==> config.mk <==
export PLATFORM = sky130hd
export DESIGN_NAME = pfa_ram
export DESIGN_NICKNAME = d
export VERILOG_FILES = /design/src/rtl/pfa_ram.sv
export SDC_FILE = /design/constraint.sdc
export NUM_CORES = 1
export LEC_CHECK = 0
export BUFFER_PORTS_ARGS = -buffer_cell sky130_fd_sc_hd__clkbuf_2
export CORE_ASPECT_RATIO = 0.7
export CORE_UTILIZATION = 50
export CTS_CLUSTER_SIZE = 24
export DETAILED_ROUTE_END_ITERATION = 10
export HOLD_SLACK_MARGIN = 0.08
export PLACE_DENSITY = 0.76
export SETUP_SLACK_MARGIN = 0.02
export SYNTH_ARGS = -nofsm -noshare
export SYNTH_HDL_FRONTEND = slang
export SYNTH_SLANG_ARGS = --single-unit
==> constraint.sdc <==
create_clock -name clk_i -period 2.05 [get_ports clk_i]
set_clock_uncertainty 0.05 [all_clocks]
set_input_delay 0 -clock clk_i [delete_from_list [all_inputs] [get_ports clk_i]]
set_output_delay 0 -clock clk_i [all_outputs]
set_load 0.01 [all_outputs]
==> src/rtl/pfa_ram.sv <==
// Generic single-write, single-read RAM with registered read data.
module pfa_ram #(
  parameter int WIDTH = 8,
  parameter int DEPTH = 16
) (
  input  logic                     clk_i,
  input  logic                     we_i,
  input  logic [$clog2(DEPTH)-1:0] waddr_i,
  input  logic [WIDTH-1:0]         wdata_i,
  input  logic [$clog2(DEPTH)-1:0] raddr_i,
  output logic [WIDTH-1:0]         rdata_o
);

  logic [WIDTH-1:0] mem [DEPTH];

  always_ff @(posedge clk_i) begin
    if (we_i) begin
      mem[waddr_i] <= wdata_i;
    end
    rdata_o <= mem[raddr_i];
  end

endmodule

==> results.py, run 1 <==
metrics = {
    "status": {
        "status": "completed",
    },
    "sta": {
        "period_minus_slack_ns": 1.36,
        "hold_viol_final": 0,
        "rsz0062_at_grt": "no",
        "tightest_slew_ns": 0.685,
        "setup_viol": 0,
        "period_share_pct": 66.4,
        "fin_tns_setup_ns": 0,
        "fmax_mhz": 735,
        "final_max_slew_viol_count": 0,
        "max-slew-margin-rel_pct": 54.2,
    },
    "placement": {
        "place_congestion": 0.716,
        "port_buffers": 25,
        "placed_area_sq_um": 5500,
        "dpl.hpwl_um": 5980,
    },
    "finish": {
        "num_antenna_cells": 0,
        "nFillCells": 683,
        "area_growth_pct": 20.1,
        "drive_gt1_share_pct": 29.7,
        "multi_input_area_sq_um": 1060,
        "postLayoutCellArea_sq_um": 6180,
        "regArea_sq_um": 4000,
        "finish.net_count": 308,
    },
    "grt": {
        "grt_overflow_total": 0,
        "antenna_found_initial": 0,
        "grt_pass1_wl_um": 14400,
        "grt_max_degree": 33,
        "grt.total_usage_pct": 20.3,
        "grt_pass1_vias": 2447,
    },
    "routing": {
        "dr_total_vias": 2403,
        "wl_per_cell_um": 22.0,
        "drc": 0,
        "ant_nets": 0,
        "drt_iter0_drc": 203,
        "first_pass_iters": 4,
        "viasPerCell": 5.58,
        "routed_wl_um": 9480,
    },
    "synth": {
        "synth_edf_count": 128,
        "ys_seq_area_share_pct": 77.8,
        "ys_top_cells_by_area": "edfxtp_1, mux4_2, mux4_1",
        "ys_seq_elements": 136,
        "yosys-top-cells-count": "edfxtp_1, mux4_2, a22oi_1",
        "synth_top_area_share_pct": 74.7,
        "mappedNetlistNets": 247,
        "yosys.area.top_type": "edfxtp_1",
        "ys.flop_type": "edfxtp_1",
        "async_flop_share_pct": 0,
        "yosysMostFrequentCell": "edfxtp_1",
        "netlist_instances": 229,
        "synth_area_sq_um": 5150,
        "avgSynthCellArea_sq_um": 22.5,
        "synthDistinctLibCells": 19,
        "synth-warning-count": 0,
    },
    "die": {
        "die_x_um": 123,
        "initial_core_util_pct": 52.3,
        "io_pins": 26,
        "rows": 30,
        "core-area_sq_um": 9830,
        "dieArea_sq_um": 10700,
        "dieHeight_um": 86.9,
    },
    "setup_path": {
        "crit_type": "reg -> reg",
        "cp_cell_sequence": "mux4_1 > a22oi_1 > nand2_1",
        "crit_arrival_ns": 1.60,
        "critPathMaxFanout": 1,
        "crit_required_ns": 2.29,
        "critPathLaunchType": "flip-flop",
        "critPathSlowestCell": "mux4_1",
        "endpoint_kind": "flip-flop",
        "slowest_delay_ns": 0.49,
    },
    "clock_tree": {
        "cts_made_buffers": 17,
        "htree_levels": 4,
        "cts_setup_buffers": 0,
        "clock_path_buffers": 2,
        "clkTransAtPathRegs_ns": 0.05,
        "cts_root_buf": "clkbuf_16",
        "ctsResizeCount": 0,
        "cts_tree": "yes",
        "numClockSinks": 136,
        "clkLatencyLatePin_ns": 0.42,
        "holdBufCountCts": 8,
    },
    "pwr": {
        "p_per_area_nw_per_um2": 1050,
        "p_leak_nw": 2.12,
        "vdd_ir_drop_max_mv": 0.908,
    },
    "run": {
        "cap_viol_max_count": 0,
    },
    "worst_hold_path": {
        "hp-class": "in -> reg",
    },
}
==> worst max-delay path: cells and delay by family (launching register included) <==
family	cells	cell delay (ns)
simple gates	1	0.07
mux	1	0.49
compound gates	1	0.24
flops	1	0.38
==> report_power, final <==
part	switching [mW]	leakage (nW)	internal [mW]	total (mW)
clock network	1.03	0.288	2.00	3.03
registers	0.0211	1.22	3.11	3.13
logic	0.164	0.613	0.132	0.296
==> layout by cell type (no fill, tap or decap), drive strengths merged <==
cell and count:
edfxtp 128, clkbuf 49, mux4 32, buf 19
a22oi 16, nor2 13, nand2 9, dlygate4sd3 8
dfxtp 8, nor3 4, bufinv 3, clkinv 3
nand3b 2, nand2b 2, clkinvlp 2, nor2b 1
and2 1, and2b 1, nand3 1, or3b 1
==> per-stage QoR <==
step	hold slack [ns]	setup WS [ns]	power [mW]	std cells	utilization (%)
after CTS	0.100	0.700	6.53	431	62.9
after floorplan	0.0489	0.507	3.35	229	-
after global routing	0.121	0.625	6.67	431	62.9
after global placement	0.340	0.539	3.47	391	55.9
final	0.113	0.690	6.46	431	62.9
after detailed placement	0.339	0.536	3.48	391	55.9
==> layer usage <==
layer	wire (um)	track usage [%]	share of wire, %	vias up
met2	4220	28.8	44	88
met3	830	7.00	8.8	2
li1	-	-	-	1098
met5	0	0	0	-
met1	4410	29.2	47	1215
met4	22	7.67	0.23	0
==> cells by family after synthesis <==
kind of cell | share of synthesized area (%)
AND/OR/NAND/NOR | 3.18
buffers and inverters | 1.68
AO/OA/AOI/OAI | 2.33
flip-flops | 77.8
multiplexers | 15.0
==> flip-flops by register name, summed over array words and instances, names as in the netlist <==
signal	count
rdata_o	8
mem	128
==> cell type report <==
cell class	instances	area share, %
clock buffer	24	7.79
clock inverter	8	1.92
multi-input combinational	83	17.1
sequential	136	64.8
tap	128	2.59
timing repair buffer	52	5.83
==> path summary, 6_finish.rpt <==
| kind | endpoint | cells past startpoint | slack (ns) | startpoint |
|---|---|---|---|---|
| worst max register to register | rdata_o[3] | 3 | 0.69 | mem[10][3] |
| worst max-delay path | rdata_o[3] | 3 | 0.69 | mem[10][3] |
| worst min-delay path | rdata_o[0] | 4 | 0.11 | raddr_i[2] |
| worst min register to register | rdata_o[2] | 3 | 0.63 | mem[3][2] |
Power figures use the tool's default switching activity.
==> run 2, diff against run 1 <==
--- a/config.mk
+++ b/config.mk
@@ -5,6 +5,7 @@
 export SDC_FILE = /design/constraint.sdc
 export NUM_CORES = 1
 export LEC_CHECK = 0
+export ABC_AREA = 1
 export BUFFER_PORTS_ARGS = -buffer_cell sky130_fd_sc_hd__clkbuf_2
 export CORE_ASPECT_RATIO = 0.7
 export CORE_UTILIZATION = 50
==> constraint.sdc (replaced) <==
create_clock -name clk_i -period 1.4 [get_ports clk_i]
set_clock_uncertainty 0.05 [all_clocks]
set_input_delay 0 -clock clk_i [delete_from_list [all_inputs] [get_ports clk_i]]
set_output_delay 0 -clock clk_i [all_outputs]
set_load 0.01 [all_outputs]
==> run 2 against run 1 <==
Net effect:
- fmax up 32%
- worst hold slack better by 0.040 ns
- global-route usage up 2.7 points
- via count up 61%
- highest routed layer unchanged
- area after synthesis up 12%
==> results.py, run 2 <==
metrics = {
    "status": {
        "status": "completed",
    },
    "sta": {
        "final_max_slew_viol_count": 0,
        "fmax_mhz": 968,
        "tightest_slew_ns": 0.414,
        "period_minus_slack_ns": 1.03,
        "max-slew-margin-rel_pct": 72.4,
        "hold_viol_final": 0,
        "period_share_pct": 73.8,
        "setup_viol": 0,
        "layout_setup_ws_ns": 0.367,
        "fin_tns_setup_ns": 0,
        "rsz0062_at_grt": "no",
    },
    "setup_path": {
        "endpoint_kind": "flip-flop",
        "r2r_start": "mem[6][3]",
        "critPathMaxFanout": 1,
        "crit_arrival_ns": 1.28,
        "critPathLaunchType": "flip-flop",
        "crit_type": "reg -> reg",
        "crit_required_ns": 1.65,
        "crit_path_start": "mem[6][3]",
    },
    "synth": {
        "ys_seq_elements": 136,
        "avgSynthCellArea_sq_um": 10.5,
        "ys_top_cells_by_area": "edfxtp_1, nand2_1, nand3_1",
        "synth-warning-count": 0,
        "netlist_instances": 551,
        "synthXorXnorAreaFrac_pct": 0,
        "mappedNetlistNets": 569,
        "synthMuxAreaShare_pct": 0,
        "synth_top_family_by_area": "simple AND/OR/NAND/NOR gates",
        "yosys-top-cells-count": "nand2_1, edfxtp_1, inv_1",
        "synth_compound_area_share_pct": 0,
        "synth_top_area_share_pct": 66.7,
        "synth_area_sq_um": 5770,
        "async_flop_share_pct": 0,
        "synthDistinctLibCells": 12,
        "synth-simple-area-share_pct": 21.0,
        "yosys.area.top_type": "edfxtp_1",
        "ys_seq_area_share_pct": 69.4,
        "synth_fa_ha_area_share_pct": 0,
        "synth_edf_count": 128,
        "ys.flop_type": "edfxtp_1",
        "yosysMostFrequentCell": "nand2_1",
    },
    "placement": {
        "place_congestion": 0.828,
        "port_buffers": 25,
        "place_ws_ns": 0.276,
        "placed_cells": 729,
        "dpl.hpwl_um": 7760,
    },
    "pwr": {
        "switching_share_pct": 20.9,
        "p_sw_mw": 1.92,
        "p_per_area_nw_per_um2": 1360,
        "p_clk_share_pct": 43.8,
        "combPwrFrac_pct": 6.3,
        "p_leak_nw": 2.96,
        "intPower_mw": 7.27,
        "seqPwrFrac_pct": 49.9,
        "vdd_ir_drop_max_mv": 1.07,
        "p_total_mw": 9.20,
    },
    "routing": {
        "wl_per_cell_um": 16.2,
        "drc": 0,
        "viasPerCell": 5.03,
        "routed_wl_um": 12500,
        "dr_total_vias": 3878,
        "drt_iter0_drc": 414,
        "first_pass_iters": 5,
        "ant_nets": 0,
    },
    "clock_tree": {
        "cts_tree": "yes",
        "clock_path_buffers": 2,
        "clkTransAtPathRegs_ns": 0.06,
        "clkLatencyLatePin_ns": 0.41,
        "htree_levels": 4,
        "numClockSinks": 136,
        "cts_made_buffers": 17,
        "cts_root_buf": "clkbuf_16",
        "ctsResizeCount": 0,
    },
    "grt": {
        "use_met3_pct": 5.37,
        "antenna_found_initial": 0,
        "grt_overflow_total": 0,
        "grt_util_met1_pct": 33.6,
        "grt_pass1_vias": 3676,
        "grt.total_usage_pct": 23.0,
        "busiest_layer": "met2",
        "grt_util_met2_pct": 33.8,
        "grt_max_degree": 34,
        "grt_pass1_wl_um": 19700,
    },
    "finish": {
        "fin_util_pct": 60.8,
        "area_growth_pct": 17.3,
        "final_common_cell": "nand2_1",
        "fin_cells": 771,
        "mostFrequentLayoutCells": "nand2_1, edfxtp_1, inv_1",
        "regMostFlops": "mem",
        "num_antenna_cells": 0,
        "reg.largest.list": "mem (128), rdata_o (8)",
        "finish.net_count": 623,
        "largest_reg_flops": 128,
        "drive_gt1_share_pct": 12.0,
    },
    "die": {
        "die_x_um": 130,
        "dieArea_sq_um": 12000,
        "rows": 32,
        "dieHeight_um": 91.9,
        "core-area_sq_um": 11100,
        "initial_core_util_pct": 51.8,
        "io_pins": 26,
    },
    "run": {
        "cap_viol_max_count": 0,
    },
    "worst_hold_path": {
        "hold_path_startpoint": "raddr_i[1]",
        "hp-class": "in -> reg",
    },
}
==> run 2: worst max-delay path, stage by stage (launching register included) <==
cell      delay (ns)
edfxtp_1        0.37
inv_1           0.06
nand2_1         0.05
nand3_1         0.07
nand3_1         0.13
nand3_1         0.12
nand2_1         0.07
==> run 2: metal layers <==
metal	routed length [um]	vias to the layer above
li1	-	1882
met1	5720	1823
met2	5610	158
met3	997	15
met4	133	0
met5	0	-
==> run 2: layout make-up <==
type,count,area [sq um]
Inverter,102,383
Fill cell,918,4360
Timing Repair Buffer,59,443
Clock inverter,4,45.0
Multi-Input combinational cell,289,1210
Clock buffer,28,487
Tap cell,153,191
Sequential cell,136,4000
==> run 2: timing repair <==
action / in CTS / in global routing
endpoints found under the setup margin: 0 / 0
hold buffers: 10 / 0
setup buffers: 0 / 0
endpoints found under the hold margin: 136 / 0
==> run 2: power groups by stage <==
stage,clock [mW],sequential [mW],combinational (mW)
after floorplan,0,4.67,0.321
after global placement,0,4.67,0.541
after detailed placement,0,4.67,0.552
after CTS,4.07,4.59,0.580
after global routing,4.25,4.60,0.643
final,4.03,4.59,0.577
==> run 2: kinds of logic (layout without fill, tap and decap cells) <==
family / after synthesis / after routing
buffers and inverters: 126 / 193
flip-flops: 136 / 136
AND/OR/NAND/NOR: 289 / 289
==> run 2: worst paths after layout <==
| kind | slack, ns | end | cells past startpoint |
|---|---|---|---|
| worst max-delay path | 0.37 | rdata_o[3] | 6 |
| worst min-delay path | 0.15 | rdata_o[5] | 7 |
| worst max register to register | 0.37 | rdata_o[3] | 6 |
| worst min register to register | 0.60 | rdata_o[5] | 6 |
==> run 2: per-stage QoR <==
stage	hold slack (ns)	cell area (sq um)
6_report	0.153	6770
3_3_place_gp	0.339	6130
4_1_cts	0.141	6770
2_1_floorplan	0.0489	5770
3_5_place_dp	0.343	6130
5_1_grt	0.197	6770
